### config.mk
export PLATFORM = sky130hd
export DESIGN_NAME = wait_queue_semaphore_engine
export DESIGN_NICKNAME = d
export VERILOG_FILES = /design/src/rtl/wqs_pkg.sv /design/src/rtl/wqs_ram.sv /design/src/rtl/wait_queue_semaphore_engine.sv
export SDC_FILE = /design/constraint.sdc
export NUM_CORES = 1
export LEC_CHECK = 0
export BUFFER_PORTS_ARGS = -buffer_cell sky130_fd_sc_hd__buf_2
export CAP_MARGIN = 20
export CORE_MARGIN = 2
export CORE_UTILIZATION = 59
export CTS_BUF_LIST = sky130_fd_sc_hd__clkbuf_2
export CTS_CLUSTER_DIAMETER = 80
export DETAILED_ROUTE_END_ITERATION = 16
export HOLD_SLACK_MARGIN = 0.03
export PLACE_DENSITY_LB_ADDON = 0.15
export RECOVER_POWER = 50
export SLEW_MARGIN = 20
export SYNTH_ARGS = -nofsm -noshare
export SYNTH_HDL_FRONTEND = slang
export SYNTH_SLANG_ARGS = --single-unit
### constraint.sdc
create_clock -name i_clk -period 3.12 [get_ports i_clk]
set_input_delay 0.468 -clock i_clk [delete_from_list [all_inputs] [get_ports i_clk]]
set_output_delay 0.468 -clock i_clk [all_outputs]
set_load 0.01 [all_outputs]
### src/rtl/wqs_pkg.sv
package wqs_pkg;

    // Request codes
    localparam logic [2:0] REQ_SLEEP    = 3'd0;
    localparam logic [2:0] REQ_WAKE_ONE = 3'd1;
    localparam logic [2:0] REQ_SIGNAL   = 3'd2;
    localparam logic [2:0] REQ_WAKE_ALL = 3'd3;
    localparam logic [2:0] REQ_CLOSE    = 3'd4;
    localparam logic [2:0] REQ_CANCEL   = 3'd5;

    // Result status codes
    localparam logic [2:0] ST_OK       = 3'd0;
    localparam logic [2:0] ST_TIMEOUT  = 3'd1;
    localparam logic [2:0] ST_INTR     = 3'd2;
    localparam logic [2:0] ST_QUEUED   = 3'd3;
    localparam logic [2:0] ST_NOEFFECT = 3'd4;
    localparam logic [2:0] ST_FULL     = 3'd5;

    // Balance limits
    localparam logic signed [15:0] BAL_MAX = 16'sh7FFF;
    localparam logic signed [15:0] BAL_MIN = 16'sh8000;

    typedef struct packed {
        logic [2:0] req_type;
        logic [7:0] waiter_id;
        logic       no_deadline;
        logic       nonblocking;
        logic       interruptible;
        logic       composable;
        logic       cancel_cause;
    } t_in_item;

    typedef struct packed {
        logic [7:0] result_waiter;
        logic [2:0] status;
        logic       last;
    } t_out_item;

endpackage

### src/rtl/wqs_ram.sv
module wqs_ram import wqs_pkg::*; #(
    parameter int DEPTH = 32,
    parameter int AW    = 5,
    parameter int W     = 10
) (
    input  logic          i_clk,
    input  logic          i_we,
    input  logic [AW-1:0] i_waddr,
    input  logic [W-1:0]  i_wdata,
    input  logic          i_re,
    input  logic [AW-1:0] i_raddr,
    output logic [W-1:0]  o_rdata
);

    logic [W-1:0] r_mem [DEPTH];
    logic [W-1:0] r_rdata;

    // Write port
    always_ff @(posedge i_clk) begin
        if (i_we) begin
            r_mem[i_waddr] <= i_wdata;
        end
    end

    // Registered read port, holds when not enabled
    always_ff @(posedge i_clk) begin
        if (i_re) begin
            r_rdata <= r_mem[i_raddr];
        end
    end

    assign o_rdata = r_rdata;

endmodule

### src/rtl/wait_queue_semaphore_engine.sv
// Channel  | Handshake                      | Payload
// ---------+--------------------------------+---------------------------
// in       | i_in_valid / o_in_stall        | i_in  (t_in_item)
// out      | o_out_valid / i_out_stall      | o_out (t_out_item)
// cfg      | i_cfg_wr_en                    | i_cfg_wr_data (balance)
//
// One item at a time. Sleep and single-result requests pass through accept and
// dispatch; a head pop adds a read and an emit step per woken waiter, set by the
// one registered read port of the waiter memory. Cancel reads and checks each
// entry searched, then reads and writes back each later entry to close the gap.
// Synchronous active-low reset empties the queue, zeroes the balance and
// clears the closed flag; memory contents are not cleared.
// A stalled result holds the sequencer until the output register frees.
module wait_queue_semaphore_engine import wqs_pkg::*; #(
    parameter int QUEUE_DEPTH = 32,
    parameter int ID_BITS     = 8
) (
    input  logic                i_clk,
    input  logic                i_rst_n,
    input  logic                i_in_valid,
    output logic                o_in_stall,
    input  t_in_item            i_in,
    output logic                o_out_valid,
    input  logic                i_out_stall,
    output t_out_item           o_out,
    input  logic                i_cfg_wr_en,
    input  logic signed [15:0]  i_cfg_wr_data
);

    localparam int AW = $clog2(QUEUE_DEPTH);
    localparam int CW = $clog2(QUEUE_DEPTH + 1);
    localparam int EW = ID_BITS + 2;

    localparam logic [2:0] S_IDLE     = 3'd0;
    localparam logic [2:0] S_DISP     = 3'd1;
    localparam logic [2:0] S_POP_RD   = 3'd2;
    localparam logic [2:0] S_POP_EMIT = 3'd3;
    localparam logic [2:0] S_SRCH_RD  = 3'd4;
    localparam logic [2:0] S_SRCH_CHK = 3'd5;
    localparam logic [2:0] S_SHIFT_RD = 3'd6;
    localparam logic [2:0] S_SHIFT_WR = 3'd7;

    localparam logic [CW-1:0] DEPTH_C = CW'(QUEUE_DEPTH);
    localparam logic [AW:0]   DEPTH_A = (AW+1)'(QUEUE_DEPTH);

    logic [2:0]          r_state, n_state;
    t_in_item            r_req, n_req;
    logic [AW-1:0]       r_head, n_head;
    logic [CW-1:0]       r_count, n_count;
    logic [CW-1:0]       r_idx, n_idx;
    logic                r_drain, n_drain;
    logic signed [15:0]  r_bal, n_bal;
    logic                r_closed, n_closed;
    logic                r_out_valid, n_out_valid;
    t_out_item           r_out, n_out;

    logic                mem_we, mem_re;
    logic [AW-1:0]       mem_waddr, mem_raddr;
    logic [EW-1:0]       mem_wdata, mem_rdata;

    logic                out_free;
    logic [ID_BITS-1:0]  req_id, rd_id;
    logic                rd_intr, rd_comp;
    logic signed [15:0]  bal_inc, bal_dec;
    logic [AW-1:0]       addr_tail, addr_idx, addr_next, head_next;
    logic [CW-1:0]       idx_plus;

    // Circular index: sum stays below twice the depth
    function automatic logic [AW-1:0] wrap(input logic [AW:0] s);
        logic [AW:0] t;
        t = (s >= DEPTH_A) ? (s - DEPTH_A) : s;
        return t[AW-1:0];
    endfunction

    wqs_ram #(
        .DEPTH (QUEUE_DEPTH),
        .AW    (AW),
        .W     (EW)
    ) u_ram (
        .i_clk   (i_clk),
        .i_we    (mem_we),
        .i_waddr (mem_waddr),
        .i_wdata (mem_wdata),
        .i_re    (mem_re),
        .i_raddr (mem_raddr),
        .o_rdata (mem_rdata)
    );

    // Entry fields and shared address/balance arithmetic
    assign req_id    = ID_BITS'(r_req.waiter_id);
    assign rd_id     = mem_rdata[ID_BITS-1:0];
    assign rd_intr   = mem_rdata[ID_BITS];
    assign rd_comp   = mem_rdata[ID_BITS+1];
    assign idx_plus  = r_idx + CW'(1);
    assign addr_tail = wrap((AW+1)'(r_head) + (AW+1)'(r_count));
    assign addr_idx  = wrap((AW+1)'(r_head) + (AW+1)'(r_idx));
    assign addr_next = wrap((AW+1)'(r_head) + (AW+1)'(idx_plus));
    assign head_next = wrap((AW+1)'(r_head) + (AW+1)'(1));
    assign bal_inc   = (r_bal == BAL_MAX) ? r_bal : r_bal + 16'sd1;
    assign bal_dec   = (r_bal == BAL_MIN) ? r_bal : r_bal - 16'sd1;

    assign out_free    = !r_out_valid || !i_out_stall;
    assign o_in_stall  = (r_state != S_IDLE);
    assign o_out_valid = r_out_valid;
    assign o_out       = r_out;

    // Sequencer
    always_comb begin
        n_state     = r_state;
        n_req       = r_req;
        n_head      = r_head;
        n_count     = r_count;
        n_idx       = r_idx;
        n_drain     = r_drain;
        n_bal       = r_bal;
        n_closed    = r_closed;
        n_out_valid = r_out_valid && i_out_stall;
        n_out       = r_out;
        mem_we      = 1'b0;
        mem_waddr   = addr_tail;
        mem_wdata   = {r_req.composable, r_req.interruptible, req_id};
        mem_re      = 1'b0;
        mem_raddr   = r_head;

        case (r_state)
            S_IDLE: begin
                if (i_in_valid) begin
                    n_req   = i_in;
                    n_state = S_DISP;
                end
            end
            S_DISP: begin
                case (r_req.req_type)
                    REQ_SLEEP: begin
                        if (out_free) begin
                            n_out_valid = 1'b1;
                            n_out.result_waiter = 8'(req_id);
                            n_out.last = 1'b1;
                            n_state = S_IDLE;
                            if (r_closed) begin
                                n_out.status = ST_OK;
                            end else if (r_bal > 16'sd0) begin
                                n_bal = r_bal - 16'sd1;
                                n_out.status = ST_OK;
                            end else if (r_req.nonblocking && r_req.no_deadline) begin
                                if (r_req.composable) begin
                                    n_bal = bal_dec;
                                end
                                n_out.status = ST_TIMEOUT;
                            end else if (r_count >= DEPTH_C) begin
                                n_out.status = ST_FULL;
                            end else begin
                                mem_we  = 1'b1;
                                n_count = r_count + CW'(1);
                                n_out.status = ST_QUEUED;
                            end
                        end
                    end
                    REQ_WAKE_ONE: begin
                        if (!r_closed && r_bal >= 16'sd0 && r_count != '0) begin
                            n_drain = 1'b0;
                            n_state = S_POP_RD;
                        end else if (out_free) begin
                            if (!r_closed) begin
                                n_bal = bal_inc;
                            end
                            n_out_valid = 1'b1;
                            n_out = '{result_waiter: 8'd0, status: ST_NOEFFECT, last: 1'b1};
                            n_state = S_IDLE;
                        end
                    end
                    REQ_SIGNAL: begin
                        if (r_count != '0) begin
                            n_drain = 1'b0;
                            n_state = S_POP_RD;
                        end else if (out_free) begin
                            n_out_valid = 1'b1;
                            n_out = '{result_waiter: 8'd0, status: ST_NOEFFECT, last: 1'b1};
                            n_state = S_IDLE;
                        end
                    end
                    REQ_WAKE_ALL, REQ_CLOSE: begin
                        if (r_count != '0) begin
                            n_bal   = 16'sd0;
                            n_closed = r_closed || (r_req.req_type == REQ_CLOSE);
                            n_drain = 1'b1;
                            n_state = S_POP_RD;
                        end else if (out_free) begin
                            n_bal   = 16'sd0;
                            n_closed = r_closed || (r_req.req_type == REQ_CLOSE);
                            n_out_valid = 1'b1;
                            n_out = '{result_waiter: 8'd0, status: ST_NOEFFECT, last: 1'b1};
                            n_state = S_IDLE;
                        end
                    end
                    REQ_CANCEL: begin
                        if (r_count != '0) begin
                            n_idx   = '0;
                            n_state = S_SRCH_RD;
                        end else if (out_free) begin
                            n_out_valid = 1'b1;
                            n_out = '{result_waiter: 8'(req_id), status: ST_NOEFFECT,
                                      last: 1'b1};
                            n_state = S_IDLE;
                        end
                    end
                    default: begin
                        // unused request codes
                        if (out_free) begin
                            n_out_valid = 1'b1;
                            n_out = '{result_waiter: 8'(req_id), status: ST_NOEFFECT,
                                      last: 1'b1};
                            n_state = S_IDLE;
                        end
                    end
                endcase
            end
            S_POP_RD: begin
                mem_re    = 1'b1;
                mem_raddr = r_head;
                n_state   = S_POP_EMIT;
            end
            S_POP_EMIT: begin
                if (out_free) begin
                    n_out_valid = 1'b1;
                    n_out.result_waiter = 8'(rd_id);
                    n_out.status = ST_OK;
                    n_out.last = !r_drain || (r_count == CW'(1));
                    n_head  = head_next;
                    n_count = r_count - CW'(1);
                    n_state = (r_drain && r_count != CW'(1)) ? S_POP_RD : S_IDLE;
                end
            end
            S_SRCH_RD: begin
                mem_re    = 1'b1;
                mem_raddr = addr_idx;
                n_state   = S_SRCH_CHK;
            end
            S_SRCH_CHK: begin
                if (rd_id == req_id) begin
                    if (out_free) begin
                        n_out_valid = 1'b1;
                        n_out.result_waiter = 8'(req_id);
                        n_out.last = 1'b1;
                        if (r_req.cancel_cause && !rd_intr) begin
                            n_out.status = ST_NOEFFECT;
                            n_state = S_IDLE;
                        end else begin
                            if (rd_comp) begin
                                n_bal = bal_dec;
                            end
                            n_out.status = r_req.cancel_cause ? ST_INTR : ST_TIMEOUT;
                            n_state = S_SHIFT_RD;
                        end
                    end
                end else if (idx_plus == r_count) begin
                    if (out_free) begin
                        n_out_valid = 1'b1;
                        n_out = '{result_waiter: 8'(req_id), status: ST_NOEFFECT,
                                  last: 1'b1};
                        n_state = S_IDLE;
                    end
                end else begin
                    n_idx   = idx_plus;
                    n_state = S_SRCH_RD;
                end
            end
            S_SHIFT_RD: begin
                // close the gap left by the removed entry
                if (idx_plus < r_count) begin
                    mem_re    = 1'b1;
                    mem_raddr = addr_next;
                    n_state   = S_SHIFT_WR;
                end else begin
                    n_count = r_count - CW'(1);
                    n_state = S_IDLE;
                end
            end
            S_SHIFT_WR: begin
                mem_we    = 1'b1;
                mem_waddr = addr_idx;
                mem_wdata = mem_rdata;
                n_idx     = idx_plus;
                n_state   = S_SHIFT_RD;
            end
            default: begin
                n_state = S_IDLE;
            end
        endcase

        // Register write reloads the balance and reopens the queue
        if (i_cfg_wr_en) begin
            n_bal    = i_cfg_wr_data;
            n_closed = 1'b0;
        end
    end

    // Control state
    always_ff @(posedge i_clk) begin
        if (!i_rst_n) begin
            r_state     <= S_IDLE;
            r_head      <= '0;
            r_count     <= '0;
            r_bal       <= 16'sd0;
            r_closed    <= 1'b0;
            r_out_valid <= 1'b0;
        end else begin
            r_state     <= n_state;
            r_head      <= n_head;
            r_count     <= n_count;
            r_bal       <= n_bal;
            r_closed    <= n_closed;
            r_out_valid <= n_out_valid;
        end
    end

    // Payload registers
    always_ff @(posedge i_clk) begin
        r_req   <= n_req;
        r_idx   <= n_idx;
        r_drain <= n_drain;
        r_out   <= n_out;
    end

endmodule

==> out/qor.csv, run 1 <==
stage,metric,value,unit
timing,clock.fmax,279,MHz
die,die_h,183,um
worst_setup_path,worst_path_most_repeated_cell,buf_12,
timing,finClkSkew,0.113,ns
die,die_area,33400,um2
clock_tree,clk_latency,1.03,ns
clock_tree,cts-root-buf,clkbuf_2,
timing,final_hold_viol_count,0,
logic_synthesis,synth_edf_count,365,
logic_synthesis,synth-seq-area-share,61.6,%
die,die_w,183,um
timing,layout_setup_ws,-0.460,ns
worst_setup_path,reg2regPathDepth,16,
logic_synthesis,yosysWarnings,0,
die,start_util,59.9,%
place,dp_hpwl,32.6,mm
global_route,antenna_found_initial,2,
worst_hold_path,min_to,r_req[2],
die,rows,65,
worst_setup_path,worstPathArrival,4.35,ns
worst_hold_path,min_path_cells,2,
pwr,p_leak,9.21,nW
drt,drt-pass1-iter-count,8,
timing,hold_ws,0.162,ns
timing,finalSetupViolCount,310,
clock_tree,cts_buffers,97,
worst_setup_path,crit_required,3.89,ns
clock_tree,cts.sink_count,397,
drt,drc,0,
worst_setup_path,cp-start-kind,flip-flop,
global_route,overflow,0,
job,maxCapViolCount,0,
global_route,grt_max_degree,39,
worst_setup_path,path_buf_inv,4,
worst_setup_path,rrSetupSlack,-0.46,ns
status,violations,setup timing,
finish,final_net_count,1894,
place,port_buffers,50,
clock_tree,clk_pin_slew_worst_paths,0.11,ns
worst_setup_path,worst_r2r_startpoint,r_idx[0],
worst_setup_path,cp_top_family,compound AO/OA/AOI/OAI gates,
timing,slew_viol_final,0,
status,status,"finished, violations left",
die,pin_count,51,
logic_synthesis,syn_nets,1505,
global_route,grt_pass1_vias,13700,
pwr,max-vdd-ir-drop,0.336,mV
worst_hold_path,min_from,i_in[2],
logic_synthesis,ys_ff_latch,397,
worst_setup_path,timing.rr.end,u_ram.o_rdata[9],
finish,layout-drive-gt1-share,33.9,%
place,placed_area,21000,um2
drt,first_iter_violations,1463,
clock_tree,cts.htree.levels,3,
timing,min_period_over_period,115,%
pwr,totalPowerFinal,9.99,mW
drt,routed_via_density,6.34,
logic_synthesis,synth_flop_cell,edfxtp_1,
logic_synthesis,synth_top_cell_by_area,edfxtp_1,
logic_synthesis,yosys-top-cells-area,"edfxtp_1 (58%), mux2i_1 (7.5%), dfxtp_1 (3.4%), nand2_1 (2.8%), mux2_2 (2.4%)",
worst_hold_path,min_path_type,input pin to flip-flop,
global_route,grt_usage,31.0,%
pwr,cellPowerDensity,413,nW/um2
logic_synthesis,async_flop_share,0,%
finish,fin_area,24200,um2
logic_synthesis,yosys-top-cells-count,"edfxtp_1 (365), nand2_1 (142), mux2i_1 (141)",
worst_setup_path,slowest_stage,edfxtp_1,
timing,relSlewSlack,7.03,%
worst_setup_path,cp_max_fo,9,
place,dpl_worst_slack,-0.744,ns
clock_tree,cts_buffer_depth,3,
timing,rsz0062_at_grt,true,
timing,worst_pin_slew,1.39,ns
drt,wl_per_cell,23.9,um
worst_setup_path,critPathCaptureType,flip-flop,
finish,area_growth,28.4,%
finish,fillCellCount,1913,
worst_setup_path,max_stage_delay,0.48,ns
logic_synthesis,synth_area_per_cell,13.1,um2
worst_setup_path,worstSetupPathType,flip-flop to flip-flop,
drt,vias,14700,
global_route,grt_first_pass_wirelength,78.2,mm
logic_synthesis,synth_top_area_share,58.2,%
drt,routed_wl,55.3,mm
place,gp_congestion,0.940,
clock_tree,cts_tree,done,
logic_synthesis,synth_most_common_cell,edfxtp_1,
timing,fin_crit,3.58,ns
logic_synthesis,synth_cells,1439,
die,core,31500,um2
logic_synthesis,synthesis.area,18800,um2
logic_synthesis,synth_cell_types,94,
drt,ant_nets,0,
worst_setup_path,path_cells,"nand3_2, nor2_4, xor2_4, ha_4, buf_6, and2_4, a21boi_4, buf_12, a21oi_2, a2111oi_4, and3_4, buf_12, nand3_4, o32ai_1, buf_4, a211oi_2",
## cell type report
type | instances | area, um2 | area share (%)
diodes | 2 | 5.00 | 0.0207
clock buffers | 134 | 671 | 2.77
clock inverters | 46 | 218 | 0.900
inverters | 23 | 86.3 | 0.357
multi-input cells | 941 | 7620 | 31.5
flip-flops and latches | 397 | 11600 | 48.0
well taps | 402 | 503 | 2.08
repair buffers | 368 | 3480 | 14.4
## metal layers
metal	share of wire (%)	global-route usage [%]	vias up
met5	0	0	-
met4	3.8	13.6	0
met3	8.5	6.07	145
met2	48	50.4	862
met1	39	40.8	7205
li1	-	-	6457
## layout by cell type, fill, tap and decap left out, types with 25 or more instances in the layout
master / netlist / routed
dlygate4sd3_1: 0 / 49
buf_2: 19 / 37
edfxtp_1: 365 / 365
o21ai_0: 36 / 25
buf_4: 10 / 150
nand2_1: 142 / 134
dfxtp_1: 32 / 30
nor2_1: 82 / 45
clkinv_1: 1 / 37
buf_12: 2 / 28
nor2_4: 0 / 34
mux2_2: 40 / 30
clkbuf_2: 0 / 134
buf_6: 9 / 78
a21oi_1: 86 / 75
mux2i_1: 141 / 139
## worst reg2reg max path, cell delays in order (launching register included)
cell and delay (ns):
edfxtp_1 0.48, nand3_2 0.14, nor2_4 0.17, xor2_4 0.21, ha_4 0.25, buf_6 0.11
and2_4 0.14, a21boi_4 0.19, buf_12 0.15, a21oi_2 0.07, a2111oi_4 0.26, and3_4 0.26
buf_12 0.14, nand3_4 0.15, o32ai_1 0.41, buf_4 0.20, a211oi_2 0.04
## state kept, by name (all words and copies together) (netlist names)
register and flops:
r_count 6, r_closed 1, r_state 3, r_bal 16, u_ram.o_rdata 10, req_id 8, o_out 12, r_drain 1
u_ram.r_mem 320, o_out_valid 1, r_idx 6, r_head 5, r_req 8
## how the worst max path moves through the flow
stage	slack [ns]	from	endpoint	depth (start not counted)
finish	-0.46	r_idx[0]	u_ram.o_rdata[9]	16
global route	-0.61	r_idx[0]	u_ram.o_rdata[9]	17
CTS	-0.42	r_idx[0]	u_ram.o_rdata[0]	15
detailed placement	-0.74	r_idx[0]	u_ram.o_rdata[2]	15
global placement	-0.65	r_idx[0]	u_ram.o_rdata[2]	15
floorplan	-0.07	r_idx[0]	u_ram.o_rdata[8]	14
## kinds of logic (layout without fill, tap and decap cells)
group           after synthesis  count (layout)  share of synthesized area [%]
compound gates              319             320                           11.8
buf+inv                     102             571                           3.15
simple gates                378             378                           10.0
flops                       397             397                           61.6
mux                         181             181                           9.88
fa+ha+maj                    29              29                           2.05
xor+xnor                     33              33                           1.53
other cells                   0               2                              0
## timing repair
action | CTS | global route
pin swaps | 23 | 41
hold buffers | 49 | 0
hold endpoints to repair | 59 | 0
gates cloned | 10 | 28
buffers inserted | 13 | 19
setup endpoints to repair | 330 | 337
resized for setup | 118 | 219
## metrics by stage
step	std cells	setup TNS (ns)	util, %
3_5_place_dp	2012	-67.17	66.6
3_3_place_gp	2011	-47.24	66.5
2_1_floorplan	1439	-4.94	-
5_1_grt	2313	-64.23	76.9
6_report	2313	-36.79	76.9
4_1_cts	2264	-4.06	73.3
## where the power goes
| group | leakage (nW) | switching (mW) | internal, mW | total, mW |
|---|---|---|---|---|
| Combinational | 5.00 | 0.404 | 0.264 | 0.668 |
| Clock | 0.661 | 2.14 | 1.27 | 3.41 |
| Sequential | 3.55 | 0.0528 | 5.86 | 5.91 |
| Total | 9.21 | 2.59 | 7.40 | 9.99 |
No activity file was read; power rests on OpenSTA's default activity.
==> run 2: changes to the inputs <==
--- a/config.mk
+++ b/config.mk
@@ -15,6 +15,7 @@
 export HOLD_SLACK_MARGIN = 0.03
 export PLACE_DENSITY_LB_ADDON = 0.15
 export RECOVER_POWER = 50
+export SKIP_CTS_REPAIR_TIMING = 1
 export SLEW_MARGIN = 20
 export SYNTH_ARGS = -nofsm -noshare
 export SYNTH_HDL_FRONTEND = slang
==> out/qor.csv, run 2 (synthesis results as in run 1) <==
stage,metric,value,unit,change
status,status,"finished, violations left",,unchanged
status,violations,setup timing,,unchanged
die,die_w,183,um,unchanged
die,die_area,33400,um2,unchanged
timing,hold_ws,0.104,ns,was 0.162 ns
worst_setup_path,reg2regPathDepth,14,,was 16
timing,layout_setup_ws,-0.518,ns,was -0.460 ns
drt,ant_nets,0,,unchanged
pwr,p_sw,2.58,mW,was 2.59 mW
worst_hold_path,min_to,r_closed,,was r_req[2]
finish,layout-drive-gt1-share,32.0,%,was 33.9%
finish,fin_area,23800,um2,was 24200 um2
global_route,grt_first_pass_wirelength,74.1,mm,was 78.2 mm
worst_setup_path,critPathCaptureType,flip-flop,,unchanged
pwr,power_frac_seq,59.3,%,was 59.2%
timing,finalSetupViolCount,330,,was 310
clock_tree,cts_buffers,97,,unchanged
pwr,cellPowerDensity,420,nW/um2,was 413 nW/um2
place,dp_hpwl,32.6,mm,unchanged
timing,relSlewSlack,8.54,%,was 7.03%
timing,final_hold_viol_count,0,,unchanged
worst_setup_path,worstPathArrival,4.48,ns,was 4.35 ns
worst_setup_path,rrSetupSlack,-0.52,ns,was -0.46 ns
pwr,totalPowerFinal,9.97,mW,was 9.99 mW
die,die_h,183,um,unchanged
clock_tree,cts.sink_count,397,,unchanged
worst_setup_path,worstSetupPathType,flip-flop to flip-flop,,unchanged
finish,layout_commonest_cell,edfxtp_1,,unchanged
pwr,swShare,25.9,%,was 26.0%
timing,clock.fmax,275,MHz,was 279 MHz
pwr,p_leak,8.96,nW,was 9.21 nW
place,port_buffers,50,,unchanged
pwr,comb_power_share,6.6,%,was 6.7%
global_route,antenna_found_initial,2,,unchanged
worst_hold_path,min_path_type,input pin to flip-flop,,unchanged
place,placed_cells,2012,,unchanged
drt,first_iter_violations,1800,,was 1463
die,core,31500,um2,unchanged
global_route,grt_pass1_vias,13200,,was 13700
pwr,p_int,7.39,mW,was 7.40 mW
worst_setup_path,crit_required,3.96,ns,was 3.89 ns
timing,worst_pin_slew,1.37,ns,was 1.39 ns
place,dpl_worst_slack,-0.744,ns,unchanged
worst_setup_path,cp-start-kind,flip-flop,,unchanged
finish,fin_util,75.5,%,was 76.9%
drt,drt-pass1-iter-count,6,,was 8
finish,fin_cells,2287,,was 2313
drt,vias,14400,,was 14700
finish,final_net_count,1868,,was 1894
clock_tree,cts-root-buf,clkbuf_2,,unchanged
worst_setup_path,timing.rr.end,u_ram.o_rdata[9],,unchanged
worst_hold_path,min_path_cells,5,,was 2
clock_tree,cts_tree,done,,unchanged
clock_tree,cts.htree.levels,3,,unchanged
pwr,p_clk_share,34.1,%,about the same
job,maxCapViolCount,0,,unchanged
clock_tree,cts_buffer_depth,3,,unchanged
global_route,grt_max_degree,39,,unchanged
place,placed_area,21000,um2,unchanged
timing,slew_viol_final,0,,unchanged
worst_setup_path,worst_r2r_startpoint,r_idx[3],,was r_idx[0]
drt,drc,0,,unchanged
finish,area_growth,26.1,%,was 28.4%
global_route,grt_usage,29.3,%,was 31.0%
clock_tree,clk_pin_slew_worst_paths,0.10,ns,was 0.11 ns
timing,min_period_over_period,117,%,was 115%
worst_setup_path,cp_max_fo,4,,was 9
timing,fin_crit,3.64,ns,was 3.58 ns
finish,largest_register,u_ram.r_mem,,unchanged
clock_tree,clk_latency,1.04,ns,was 1.03 ns
pwr,max-vdd-ir-drop,0.340,mV,was 0.336 mV
die,pin_count,51,,unchanged
worst_hold_path,min_from,i_out_stall,,was i_in[2]
drt,wl_per_cell,23.6,um,was 23.9 um
place,gp_congestion,0.940,,unchanged
drt,routed_via_density,6.28,,was 6.34
global_route,overflow,0,,unchanged
finish,largest_reg_flops,320,,unchanged
finish,mostFrequentLayoutCells,"edfxtp_1 (365), mux2i_1 (141), buf_4 (135), clkbuf_2 (134), nand2_1 (133)",,"was edfxtp_1 (365), buf_4 (150), mux2i_1 (139), nand2_1 (134), clkbuf_2 (134)"
timing,timing.setup.tns,-83.87,ns,was -36.79 ns
die,start_util,59.9,%,unchanged
timing,finClkSkew,0.114,ns,was 0.113 ns
timing,rsz0062_at_grt,true,,unchanged
drt,routed_wl,54.0,mm,was 55.3 mm
die,rows,65,,unchanged
[run 2: worst max-delay path by stage]
stage / from / end / slack [ns]
2_1_floorplan: r_idx[0] / u_ram.o_rdata[8] / -0.07
3_3_place_gp: r_idx[0] / u_ram.o_rdata[2] / -0.65
3_5_place_dp: r_idx[0] / u_ram.o_rdata[2] / -0.74
4_1_cts: r_idx[0] / u_ram.o_rdata[2] / -0.74
5_1_grt: r_idx[0] / u_ram.o_rdata[6] / -0.62
6_report: r_idx[3] / u_ram.o_rdata[9] / -0.52
[run 2: power by group through the flow]
stage	clock [mW]	combinational [mW]	sequential, mW
floorplan	0	0.366	6.02
detailed placement	0	0.590	6.03
global placement	0	0.579	6.03
finish	3.40	0.655	5.91
CTS	3.47	0.593	5.91
global route	3.75	0.704	5.92
[run 2: critical path, stage by stage (launching register included)]
cell and delay [ns]:
edfxtp_1 0.46, nand2_1 0.15, nor2_4 0.06, xor2_2 0.18
ha_1 0.35, a21oi_2 0.19, buf_4 0.16, o21ai_4 0.08
or4_4 0.57, nand3_4 0.15, nor2_2 0.08, buf_4 0.16
a221oi_1 0.32, o21ai_1 0.25, a211oi_1 0.30
[run 2: routing by layer]
metal | routed length, um | part of all wire [%] | GRT usage (%)
met5 | 0 | 0 | 0
met4 | 1730 | 3.2 | 12.2
met3 | 4690 | 8.7 | 5.65
met2 | 26400 | 49 | 47.3
met1 | 21200 | 39 | 39.3
[run 2: area by class of cell]
type                       instances  area [um2]
multi-input combinational        940        7470
tap                              402         503
inverter                          23        86.3
clock buffer                     134         671
timing repair buffer             343        3210
clock inverter                    46         218
sequential                       397       11600
fill                            1992        7710
antenna                            2        5.00
